==> src/chs_pkg.sv <==
`timescale 1ns / 1ps
`default_nettype none

package chs_pkg;

    // Field widths of the stream items.
    localparam int IN_W      = 18;
    localparam int HEAD_W    = 16;
    localparam int CNT_OUT_W = 4;
    localparam int S_TDATA_W = 24;
    localparam int M_TDATA_W = 24;

    localparam int WINDOW_DEFAULT = 8;

    // Angle register for range reduction: holds -131072 to 131071.
    localparam int ANG_W = 19;

    // CORDIC angles are centidegrees times 256.
    localparam int ZW           = 25;
    localparam int CORDIC_STEPS = 16;
    localparam int STEP_W       = 4;
    localparam int Q15_W        = 16;

    localparam int CORDIC_X0 = 5093961;

    localparam logic signed [ANG_W-1:0] FULL_TURN    = 36000;
    localparam logic signed [ANG_W-1:0] QUARTER_TURN = 9000;
    localparam logic signed [ZW-1:0]    Z_FULL_TURN  = 36000;
    localparam logic signed [ZW-1:0]    Z_HALF_TURN  = 4608000;
    localparam logic signed [ZW-1:0]    Z_ROUND      = 128;

    // atan(2^-i) in centidegrees times 256, rounded to nearest.
    localparam logic signed [ZW-1:0] ATAN_Q8 [CORDIC_STEPS] = '{
        25'sd1152000, 25'sd680065, 25'sd359328, 25'sd182400,
        25'sd91554,   25'sd45822,  25'sd22916,  25'sd11459,
        25'sd5730,    25'sd2865,   25'sd1432,   25'sd716,
        25'sd358,     25'sd179,    25'sd90,     25'sd45
    };

    typedef enum logic [3:0] {
        ST_IDLE,
        ST_REDUCE,
        ST_QUAD,
        ST_ROT,
        ST_SINCOS,
        ST_UPDATE,
        ST_VEC_INIT,
        ST_VEC,
        ST_FINISH
    } t_chs_state;

    // Commands from the controller to the datapath.
    typedef struct packed {
        logic              load;
        logic              reduce;
        logic              quad;
        logic              rot_init;
        logic              step_en;
        logic              rot_mode;
        logic [STEP_W-1:0] step;
        logic              sincos;
        logic              update;
        logic              vec_init;
        logic              finish;
    } t_chs_cmd;

    // Status from the datapath to the controller.
    typedef struct packed {
        logic in_range;
        logic rem_small;
        logic out_free;
    } t_chs_stat;

endpackage

`default_nettype wire

==> src/circular_heading_smoother_top.sv <==
// Circular moving average of heading samples.
//
// Input channel (s_*): one heading per item in centidegrees, tdata[17:0],
// signed. Output channel (m_*): one result per input item, tdata[15:0] the
// smoothed heading 0..35999 and tdata[19:16] the number of samples held.
//
// An item is taken only while the block is idle. It first passes a range
// reduction and a quadrant split, then the CORDIC rotation, rounding to
// sine and cosine, the window update, the vectoring set-up and the CORDIC
// vectoring. The result is then loaded into the output register, and the
// next item can be accepted in the cycle after the load. The block takes no
// new item before the last one is through, since one CORDIC iteration is
// shared by rotation and vectoring.
//
// Reset (synchronous, active low) empties the window and drops any pending
// result. A stalled receiver holds the result in the output register while
// the next item is already processed; that item waits in its last step until
// the register is taken.
`timescale 1ns / 1ps
`default_nettype none

module circular_heading_smoother_top #(
    parameter int WINDOW = chs_pkg::WINDOW_DEFAULT
) (
    input  wire logic                          i_clk,
    input  wire logic                          i_rst_n,
    input  wire logic                          i_s_tvalid,
    output logic                               o_s_tready,
    // [17:0] heading_in
    input  wire logic [chs_pkg::S_TDATA_W-1:0] i_s_tdata,
    output logic                               o_m_tvalid,
    input  wire logic                          i_m_tready,
    // [15:0] heading_out, [19:16] samples_held
    output logic [chs_pkg::M_TDATA_W-1:0]      o_m_tdata
);

    chs_pkg::t_chs_cmd  cmd;
    chs_pkg::t_chs_stat stat;
    logic [chs_pkg::HEAD_W-1:0]    heading_out;
    logic [chs_pkg::CNT_OUT_W-1:0] samples_held;

    chs_ctrl u_ctrl (
        .i_clk      (i_clk),
        .i_rst_n    (i_rst_n),
        .i_s_tvalid (i_s_tvalid),
        .o_s_tready (o_s_tready),
        .i_stat     (stat),
        .o_cmd      (cmd)
    );

    chs_datapath #(
        .WINDOW (WINDOW)
    ) u_datapath (
        .i_clk          (i_clk),
        .i_rst_n        (i_rst_n),
        .i_cmd          (cmd),
        .o_stat         (stat),
        .i_heading_in   (i_s_tdata[chs_pkg::IN_W-1:0]),
        .o_valid        (o_m_tvalid),
        .i_ready        (i_m_tready),
        .o_heading_out  (heading_out),
        .o_samples_held (samples_held)
    );

    assign o_m_tdata = {
        (chs_pkg::M_TDATA_W - chs_pkg::HEAD_W - chs_pkg::CNT_OUT_W)'(0),
        samples_held,
        heading_out
    };

endmodule

`default_nettype wire

==> src/chs_ctrl.sv <==
`timescale 1ns / 1ps
`default_nettype none

module chs_ctrl (
    input  wire logic               i_clk,
    input  wire logic               i_rst_n,
    input  wire logic               i_s_tvalid,
    output logic                    o_s_tready,
    input  wire chs_pkg::t_chs_stat i_stat,
    output chs_pkg::t_chs_cmd       o_cmd
);

    chs_pkg::t_chs_state r_state;
    chs_pkg::t_chs_state n_state;
    logic [chs_pkg::STEP_W-1:0] r_step;
    logic [chs_pkg::STEP_W-1:0] n_step;
    logic step_last;

    assign step_last = (r_step == chs_pkg::STEP_W'(chs_pkg::CORDIC_STEPS - 1));

    always_ff @(posedge i_clk) begin
        if (!i_rst_n) begin
            r_state <= chs_pkg::ST_IDLE;
            r_step  <= '0;
        end else begin
            r_state <= n_state;
            r_step  <= n_step;
        end
    end

    // Next state.
    always_comb begin
        n_state = r_state;
        unique case (r_state)
            chs_pkg::ST_IDLE:     if (i_s_tvalid) n_state = chs_pkg::ST_REDUCE;
            chs_pkg::ST_REDUCE:   if (i_stat.in_range) n_state = chs_pkg::ST_QUAD;
            chs_pkg::ST_QUAD:     if (i_stat.rem_small) n_state = chs_pkg::ST_ROT;
            chs_pkg::ST_ROT:      if (step_last) n_state = chs_pkg::ST_SINCOS;
            chs_pkg::ST_SINCOS:   n_state = chs_pkg::ST_UPDATE;
            chs_pkg::ST_UPDATE:   n_state = chs_pkg::ST_VEC_INIT;
            chs_pkg::ST_VEC_INIT: n_state = chs_pkg::ST_VEC;
            chs_pkg::ST_VEC:      if (step_last) n_state = chs_pkg::ST_FINISH;
            chs_pkg::ST_FINISH:   if (i_stat.out_free) n_state = chs_pkg::ST_IDLE;
            default:              n_state = chs_pkg::ST_IDLE;
        endcase
    end

    // Outputs and step counter.
    always_comb begin
        o_cmd      = '0;
        o_s_tready = 1'b0;
        n_step     = '0;
        o_cmd.step = r_step;
        unique case (r_state)
            chs_pkg::ST_IDLE: begin
                o_s_tready = 1'b1;
                o_cmd.load = i_s_tvalid;
            end
            chs_pkg::ST_REDUCE: begin
                o_cmd.reduce = 1'b1;
            end
            chs_pkg::ST_QUAD: begin
                o_cmd.quad     = !i_stat.rem_small;
                o_cmd.rot_init = i_stat.rem_small;
            end
            chs_pkg::ST_ROT: begin
                o_cmd.step_en  = 1'b1;
                o_cmd.rot_mode = 1'b1;
                n_step         = r_step + 1'b1;
            end
            chs_pkg::ST_SINCOS: begin
                o_cmd.sincos = 1'b1;
            end
            chs_pkg::ST_UPDATE: begin
                o_cmd.update = 1'b1;
            end
            chs_pkg::ST_VEC_INIT: begin
                o_cmd.vec_init = 1'b1;
            end
            chs_pkg::ST_VEC: begin
                o_cmd.step_en = 1'b1;
                n_step        = r_step + 1'b1;
            end
            chs_pkg::ST_FINISH: begin
                o_cmd.finish = i_stat.out_free;
            end
            default: begin
                o_cmd = '0;
            end
        endcase
    end

    // The step counter runs only inside the two CORDIC loops.
    a_step_idle: assert property (@(posedge i_clk) disable iff (!i_rst_n)
        (r_step != '0) |-> (r_state == chs_pkg::ST_ROT || r_state == chs_pkg::ST_VEC))
        else $error("step counter active outside CORDIC loop");

    a_accept_starts: assert property (@(posedge i_clk) disable iff (!i_rst_n)
        (r_state == chs_pkg::ST_IDLE && i_s_tvalid) |=> (r_state == chs_pkg::ST_REDUCE))
        else $error("accepted item did not start reduction");

    a_rot_len: assert property (@(posedge i_clk) disable iff (!i_rst_n)
        (r_state == chs_pkg::ST_ROT && step_last) |=> (r_state == chs_pkg::ST_SINCOS))
        else $error("rotation loop did not end after its last step");

    a_finish_free: assert property (@(posedge i_clk) disable iff (!i_rst_n)
        (r_state == chs_pkg::ST_FINISH && !i_stat.out_free) |=>
        (r_state == chs_pkg::ST_FINISH))
        else $error("left finish while the output register was occupied");

endmodule

`default_nettype wire

==> src/chs_datapath.sv <==
`timescale 1ns / 1ps
`default_nettype none

module chs_datapath #(
    parameter int WINDOW = chs_pkg::WINDOW_DEFAULT
) (
    input  wire logic                            i_clk,
    input  wire logic                            i_rst_n,
    input  wire chs_pkg::t_chs_cmd               i_cmd,
    output chs_pkg::t_chs_stat                   o_stat,
    input  wire logic [chs_pkg::IN_W-1:0]        i_heading_in,
    output logic                                 o_valid,
    input  wire logic                            i_ready,
    output logic [chs_pkg::HEAD_W-1:0]           o_heading_out,
    output logic [chs_pkg::CNT_OUT_W-1:0]        o_samples_held
);

    localparam int TOTAL_W = 17 + $clog2(WINDOW);
    localparam int CW      = TOTAL_W + 10;
    localparam int SLOT_W  = $clog2(WINDOW);
    localparam int FILL_W  = $clog2(WINDOW + 1);
    localparam int ZW      = chs_pkg::ZW;

    localparam logic signed [CW-1:0] C_ROUND = 128;
    localparam logic signed [CW-1:0] Q_MAX   = 32767;
    localparam logic signed [CW-1:0] Q_MIN   = -32767;

    function automatic logic signed [chs_pkg::Q15_W-1:0] to_q15(
        input logic signed [CW-1:0] v
    );
        logic signed [CW-1:0] r;
        r = (v + C_ROUND) >>> 8;
        if (r > Q_MAX) begin
            r = Q_MAX;
        end else if (r < Q_MIN) begin
            r = Q_MIN;
        end
        return r[chs_pkg::Q15_W-1:0];
    endfunction

    logic signed [chs_pkg::ANG_W-1:0] r_ang;
    logic [1:0]                       r_quad;
    logic signed [CW-1:0]             r_x;
    logic signed [CW-1:0]             r_y;
    logic signed [ZW-1:0]             r_z;
    logic signed [chs_pkg::Q15_W-1:0] r_sin;
    logic signed [chs_pkg::Q15_W-1:0] r_cos;
    logic signed [chs_pkg::Q15_W-1:0] r_old_sin;
    logic signed [chs_pkg::Q15_W-1:0] r_old_cos;
    logic signed [chs_pkg::Q15_W-1:0] r_sin_ring [WINDOW];
    logic signed [chs_pkg::Q15_W-1:0] r_cos_ring [WINDOW];
    logic [SLOT_W-1:0]                r_slot;
    logic [FILL_W-1:0]                r_fill;
    logic signed [TOTAL_W-1:0]        r_sin_total;
    logic signed [TOTAL_W-1:0]        r_cos_total;
    logic                             r_out_valid;
    logic [chs_pkg::HEAD_W-1:0]       r_heading;
    logic [chs_pkg::CNT_OUT_W-1:0]    r_count;

    // CORDIC step, shared by rotation (sine/cosine) and vectoring (atan2).
    logic signed [CW-1:0] dx;
    logic signed [CW-1:0] dy;
    logic signed [ZW-1:0] t_step;
    logic                 turn_pos;
    assign dx       = r_y >>> i_cmd.step;
    assign dy       = r_x >>> i_cmd.step;
    assign t_step   = chs_pkg::ATAN_Q8[i_cmd.step];
    assign turn_pos = i_cmd.rot_mode ? !r_z[ZW-1] : r_y[CW-1];

    // Q1.15 results of the rotation and quadrant mapping.
    logic signed [chs_pkg::Q15_W-1:0] s_q;
    logic signed [chs_pkg::Q15_W-1:0] c_q;
    logic signed [chs_pkg::Q15_W-1:0] n_sin;
    logic signed [chs_pkg::Q15_W-1:0] n_cos;
    assign s_q = to_q15(r_y);
    assign c_q = to_q15(r_x);

    always_comb begin
        case (r_quad)
            2'd0: begin
                n_sin = s_q;
                n_cos = c_q;
            end
            2'd1: begin
                n_sin = c_q;
                n_cos = -s_q;
            end
            2'd2: begin
                n_sin = -s_q;
                n_cos = -c_q;
            end
            default: begin
                n_sin = -c_q;
                n_cos = s_q;
            end
        endcase
    end

    // Window bookkeeping. The outgoing entry is read in the cycle before the update.
    logic                      full;
    logic signed [TOTAL_W-1:0] old_sin;
    logic signed [TOTAL_W-1:0] old_cos;
    logic signed [TOTAL_W-1:0] n_sin_total;
    logic signed [TOTAL_W-1:0] n_cos_total;
    assign full    = (r_fill == FILL_W'(WINDOW));
    assign old_sin = full ? TOTAL_W'(r_old_sin) : '0;
    assign old_cos = full ? TOTAL_W'(r_old_cos) : '0;
    assign n_sin_total = r_sin_total - old_sin + TOTAL_W'(r_sin);
    assign n_cos_total = r_cos_total - old_cos + TOTAL_W'(r_cos);

    // Vectoring start values and final rounding.
    logic signed [CW-1:0] sin_ext;
    logic signed [CW-1:0] cos_ext;
    logic                 sums_zero;
    logic signed [ZW-1:0] h_raw;
    logic signed [ZW-1:0] h_wrap;
    assign sin_ext   = CW'(r_sin_total);
    assign cos_ext   = CW'(r_cos_total);
    assign sums_zero = (r_sin_total == '0) && (r_cos_total == '0);
    assign h_raw     = (r_z + chs_pkg::Z_ROUND) >>> 8;

    always_comb begin
        if (h_raw < 0) begin
            h_wrap = h_raw + chs_pkg::Z_FULL_TURN;
        end else if (h_raw >= chs_pkg::Z_FULL_TURN) begin
            h_wrap = h_raw - chs_pkg::Z_FULL_TURN;
        end else begin
            h_wrap = h_raw;
        end
    end

    assign o_stat.in_range  = !r_ang[chs_pkg::ANG_W-1] && (r_ang < chs_pkg::FULL_TURN);
    assign o_stat.rem_small = (r_ang < chs_pkg::QUARTER_TURN);
    assign o_stat.out_free  = !r_out_valid || i_ready;

    // Angle reduction, CORDIC, sine/cosine, window ring and result registers.
    always_ff @(posedge i_clk) begin
        if (i_cmd.load) begin
            r_ang  <= chs_pkg::ANG_W'($signed(i_heading_in));
            r_quad <= '0;
        end else if (i_cmd.reduce) begin
            if (r_ang[chs_pkg::ANG_W-1]) begin
                r_ang <= r_ang + chs_pkg::FULL_TURN;
            end else if (r_ang >= chs_pkg::FULL_TURN) begin
                r_ang <= r_ang - chs_pkg::FULL_TURN;
            end
        end else if (i_cmd.quad) begin
            r_ang  <= r_ang - chs_pkg::QUARTER_TURN;
            r_quad <= r_quad + 2'd1;
        end

        if (i_cmd.rot_init) begin
            r_x <= CW'(chs_pkg::CORDIC_X0);
            r_y <= '0;
            r_z <= ZW'(r_ang) <<< 8;
        end else if (i_cmd.vec_init) begin
            if (cos_ext < 0) begin
                r_x <= (-cos_ext) <<< 8;
                r_y <= (-sin_ext) <<< 8;
                r_z <= chs_pkg::Z_HALF_TURN;
            end else begin
                r_x <= cos_ext <<< 8;
                r_y <= sin_ext <<< 8;
                r_z <= '0;
            end
        end else if (i_cmd.step_en) begin
            if (turn_pos) begin
                r_x <= r_x - dx;
                r_y <= r_y + dy;
                r_z <= r_z - t_step;
            end else begin
                r_x <= r_x + dx;
                r_y <= r_y - dy;
                r_z <= r_z + t_step;
            end
        end

        if (i_cmd.sincos) begin
            r_sin     <= n_sin;
            r_cos     <= n_cos;
            r_old_sin <= r_sin_ring[r_slot];
            r_old_cos <= r_cos_ring[r_slot];
        end

        if (i_cmd.update) begin
            r_sin_ring[r_slot] <= r_sin;
            r_cos_ring[r_slot] <= r_cos;
        end

        if (i_cmd.finish) begin
            r_heading <= sums_zero ? '0 : h_wrap[chs_pkg::HEAD_W-1:0];
            r_count   <= chs_pkg::CNT_OUT_W'(r_fill);
        end
    end

    // Window state and output register valid.
    always_ff @(posedge i_clk) begin
        if (!i_rst_n) begin
            r_slot      <= '0;
            r_fill      <= '0;
            r_sin_total <= '0;
            r_cos_total <= '0;
            r_out_valid <= 1'b0;
        end else begin
            if (i_cmd.update) begin
                r_sin_total <= n_sin_total;
                r_cos_total <= n_cos_total;
                if (!full) begin
                    r_fill <= r_fill + 1'b1;
                end
                if (r_slot == SLOT_W'(WINDOW - 1)) begin
                    r_slot <= '0;
                end else begin
                    r_slot <= r_slot + 1'b1;
                end
            end
            if (i_cmd.finish) begin
                r_out_valid <= 1'b1;
            end else if (i_ready) begin
                r_out_valid <= 1'b0;
            end
        end
    end

    assign o_valid        = r_out_valid;
    assign o_heading_out  = r_heading;
    assign o_samples_held = r_count;

    a_fill_bound: assert property (@(posedge i_clk) disable iff (!i_rst_n)
        r_fill <= FILL_W'(WINDOW))
        else $error("fill count beyond window size");

    a_out_range: assert property (@(posedge i_clk) disable iff (!i_rst_n)
        r_out_valid |-> (r_heading < chs_pkg::HEAD_W'(36000)))
        else $error("result heading out of range");

endmodule

`default_nettype wire

==> config.mk <==
export PLATFORM = sky130hd
export DESIGN_NAME = circular_heading_smoother_top
export DESIGN_NICKNAME = d
export VERILOG_FILES = /design/src/chs_pkg.sv /design/src/circular_heading_smoother_top.sv /design/src/chs_ctrl.sv /design/src/chs_datapath.sv
export SDC_FILE = /design/constraint.sdc
export NUM_CORES = 2
export LEC_CHECK = 0
export BUFFER_PORTS_ARGS = -buffer_cell sky130_fd_sc_hd__buf_4
export CAP_MARGIN = 20
export CORE_AREA = 3 3 224 336
export CTS_CLUSTER_DIAMETER = 50
export DETAILED_ROUTE_END_ITERATION = 8
export DIE_AREA = 0 0 227 339
export PLACE_DENSITY = 0.62
export SLEW_MARGIN = 20
export SYNTH_ARGS = -nofsm -noshare
export SYNTH_HDL_FRONTEND = slang
export SYNTH_SLANG_ARGS = --single-unit
==> constraint.sdc <==
create_clock -name i_clk -period 7.35 [get_ports i_clk]
set_input_delay 1.47 -clock i_clk [delete_from_list [all_inputs] [get_ports i_clk]]
set_output_delay 1.47 -clock i_clk [all_outputs]
set_load 0.05 [all_outputs]
==> results.tsv <==
stage	metric	value	unit
critical_path	slowest_stage	o31ai_4	
floorplanning	boundaryPins	54	
critical_path	worst-setup-path-type	register to register	
floorplanning	die_w	227	µm
synthesis	syn_area	0.0362	mm²
critical_path	path_buf_inv	4	
sta	slew_viol_final	0	
place	globalplace.congestion	1.00	
synthesis	ys_seq_area_share	38.2	%
synthesis	yosysTopAreaCellShare	31.2	%
place	port_buffers	43	
global_routing	grt_max_degree	67	
run_status	status	completed	
route	wire_per_inst	23.0	µm
min_path	holdCritPathClass	register to register	
sta	relSlewSlack	23.7	%
final_layout	syn_to_final_growth	9.34	%
clocking	numCtsBuffers	56	
floorplanning	die_h	339	µm
synthesis	syn_avg_cell_area	9.09	µm²
global_routing	grt_usage	28.5	%
critical_path	cp.required	7890	ps
route	dr.first_iter.drc_count	2403	
route	drt_wl_total	112000	µm
job	max_cap_viol_count	0	
final_layout	drive_gt1_share	8.53	%
sta	rsz0062_at_grt	false	
floorplanning	rows	121	
floorplanning	die_area	0.0770	mm²
global_routing	antenna_found_initial	0	
final_layout	antennaDiodeCount	0	
final_layout	fin_nets	4151	
synthesis	ys_ff_latch	502	
route	viasPerCell	6.27	
final_layout	final_common_cell	edfxtp_1	
sta	setup_tns	0	ps
synthesis	synth_top_area_cell	edfxtp_1	
final_layout	layout_common_cells	376 x edfxtp_1, 319 x nand2_1, 244 x o21ai_0, 241 x nor2_1, 220 x a21oi_1	
pwr	finalPower	16.8	mW
sta	timing.hold.ws	459	ps
pwr	ir_worst_vdd	320	µV
synthesis	synthesis.instances	3981	
clocking	cts_root_buffer	clkbuf_16	
clocking	post_cts_resized	0	
clocking	postCtsHoldBufs	0	
place	dpl.hpwl	80600	µm
critical_path	start_kind	register	
route	vias	30701	
critical_path	cp_top_family	compound AO/OA/AOI/OAI gates	
critical_path	path_max_fanout	46	
floorplanning	core-area	0.0725	mm²
pwr	power_density	424	mW/mm²
route	drc	0	
clocking	clock-sinks	502	
sta	layout_min_cycle_time	6790	ps
sta	hold_viol	0	
sta	finalCritPeriodShare	92.3	%
critical_path	crit_arrival	7330	ps
synthesis	async_flop_share	0	%
clocking	clock_latency	660	ps
clocking	cts_setup_buffers	0	
sta	fmax	147	MHz
sta	setup_viol	0	
critical_path	endpoint_kind	register	
sta	skew	40.9	ps
global_routing	grt_pass1_wl	172000	µm
clocking	cts_tree	built	
global_routing	grt.overflow.total	0	
route	dr.pass1.iters	6	
critical_path	cpPeakStageDelay	710	ps
synthesis	synth_area_leaders	edfxtp_1 31%, dfxtp_1 7.0%, ha_1 5.4%, xnor2_1 4.9%, a22oi_1 3.5%	
route	ant_nets	0	
synthesis	yosys_warnings	0	
clocking	cts.clk_slew.worst_paths	60	ps
synthesis	ys.flop_type	edfxtp_1	
clocking	clock_path_buffers	3	
sta	tightestPinTransition	1140	ps
synthesis	synth_edf_count	376	
synthesis	ys_types	103	
clocking	cts_max_level	2	
floorplanning	start_util	49.9	%
final_layout	post-route-util	54.6	%
pwr	p_leak	14.6	nW
global_routing	grt_pass1_vias	29562	
[final cells by class]
class                           instances  area (µm²)
Sequential cell                       502       13800
Inverter                              227         852
Clock buffer                           63        1440
Clock inverter                         41         607
Tap cell                              922        1150
Multi-Input combinational cell       2989       20600
Timing Repair Buffer                  151        1130
Fill cell                            6580       33000
[power breakdown]
part | switching, mW | leakage [nW] | total (mW) | internal [mW]
Combinational | 5.50 | 9.21 | 9.35 | 3.85
Clock | 1.27 | 0.993 | 3.12 | 1.85
Sequential | 0.738 | 4.44 | 4.28 | 3.54
[cell families (layout without fill, tap and decap cells)]
kind of cell	after synthesis	count (layout)	synth area share, %
buffers and inverters	493	482	5.36
other	1	4	0.0104
adder cells (fa/ha/maj)	196	196	7.63
flip-flops	502	502	38.2
XOR/XNOR	333	333	8.06
multiplexers	84	84	2.43
AND/OR/NAND/NOR	1202	1202	16.7
AO/OA/AOI/OAI	1170	1170	21.7
[layer usage]
| metal | GRT usage, % | routed length (µm) |
|---|---|---|
| met5 | 0 | 0 |
| met4 | 16.0 | 7610 |
| met3 | 3.21 | 5010 |
| met2 | 50.9 | 56200 |
| met1 | 32.9 | 43500 |
[metrics by stage]
step / instances / area [µm²] / setup WS (ps)
final: 4895 / 39600 / 563
after global routing: 4895 / 39600 / 124
after CTS: 4895 / 39600 / 605
after detailed placement: 4791 / 37500 / 665
after global placement: 4791 / 37500 / 671
after floorplan: 3984 / 36200 / 1060
[synthesized netlist by cell type (all sizes together), types with 24 or more instances]
cell type,n
nand4,58
fa,41
or3,34
nor2b,51
xor2,129
nand2,325
o31ai,42
a21oi,221
clkbuf,196
a21boi,24
a2111oi,32
a21o,46
dfxtp,126
nand3,132
xnor2,204
and2,79
inv,221
o211ai,31
o21ai,259
mux2i,66
o22ai,27
and3,53
buf,70
ha,155
a31oi,61
nand2b,32
edfxtp,376
nor3,90
nor2,249
a22oi,168
a211oi,45
o21a,27
[path summary, 6_finish.rpt]
kind | slack, ps | start | depth (start not counted) | to
worst max-delay path | 560 | u_ctrl.r_state[0] | 26 | u_datapath.r_x[21]
worst min-delay path | 460 | u_datapath.r_z[3] | 2 | u_datapath.r_z[3]
worst max register to register | 560 | u_ctrl.r_state[0] | 26 | u_datapath.r_x[21]
worst min register to register | 460 | u_datapath.r_z[3] | 2 | u_datapath.r_z[3]
[sequential cells by signal (all words and copies together), names as in the netlist, 16 cells and up]
register,flops
u_datapath.r_sin_ring,128
u_datapath.r_sin_total,20
u_datapath.r_cos,16
u_datapath.r_x,30
u_datapath.r_old_cos,16
u_datapath.r_y,30
u_datapath.r_sin,16
u_datapath.r_old_sin,16
u_datapath.r_cos_ring,128
u_datapath.r_z,25
u_datapath.o_heading_out,16
u_datapath.r_cos_total,20
u_datapath.r_ang,19
[tightest hold or removal path, cell delays in order (launching register included)]
cell and delay (ps):
dfxtp_1 310, nand2_1 50, o31ai_1 50
Note: power is estimated with default switching activity, not from simulation.
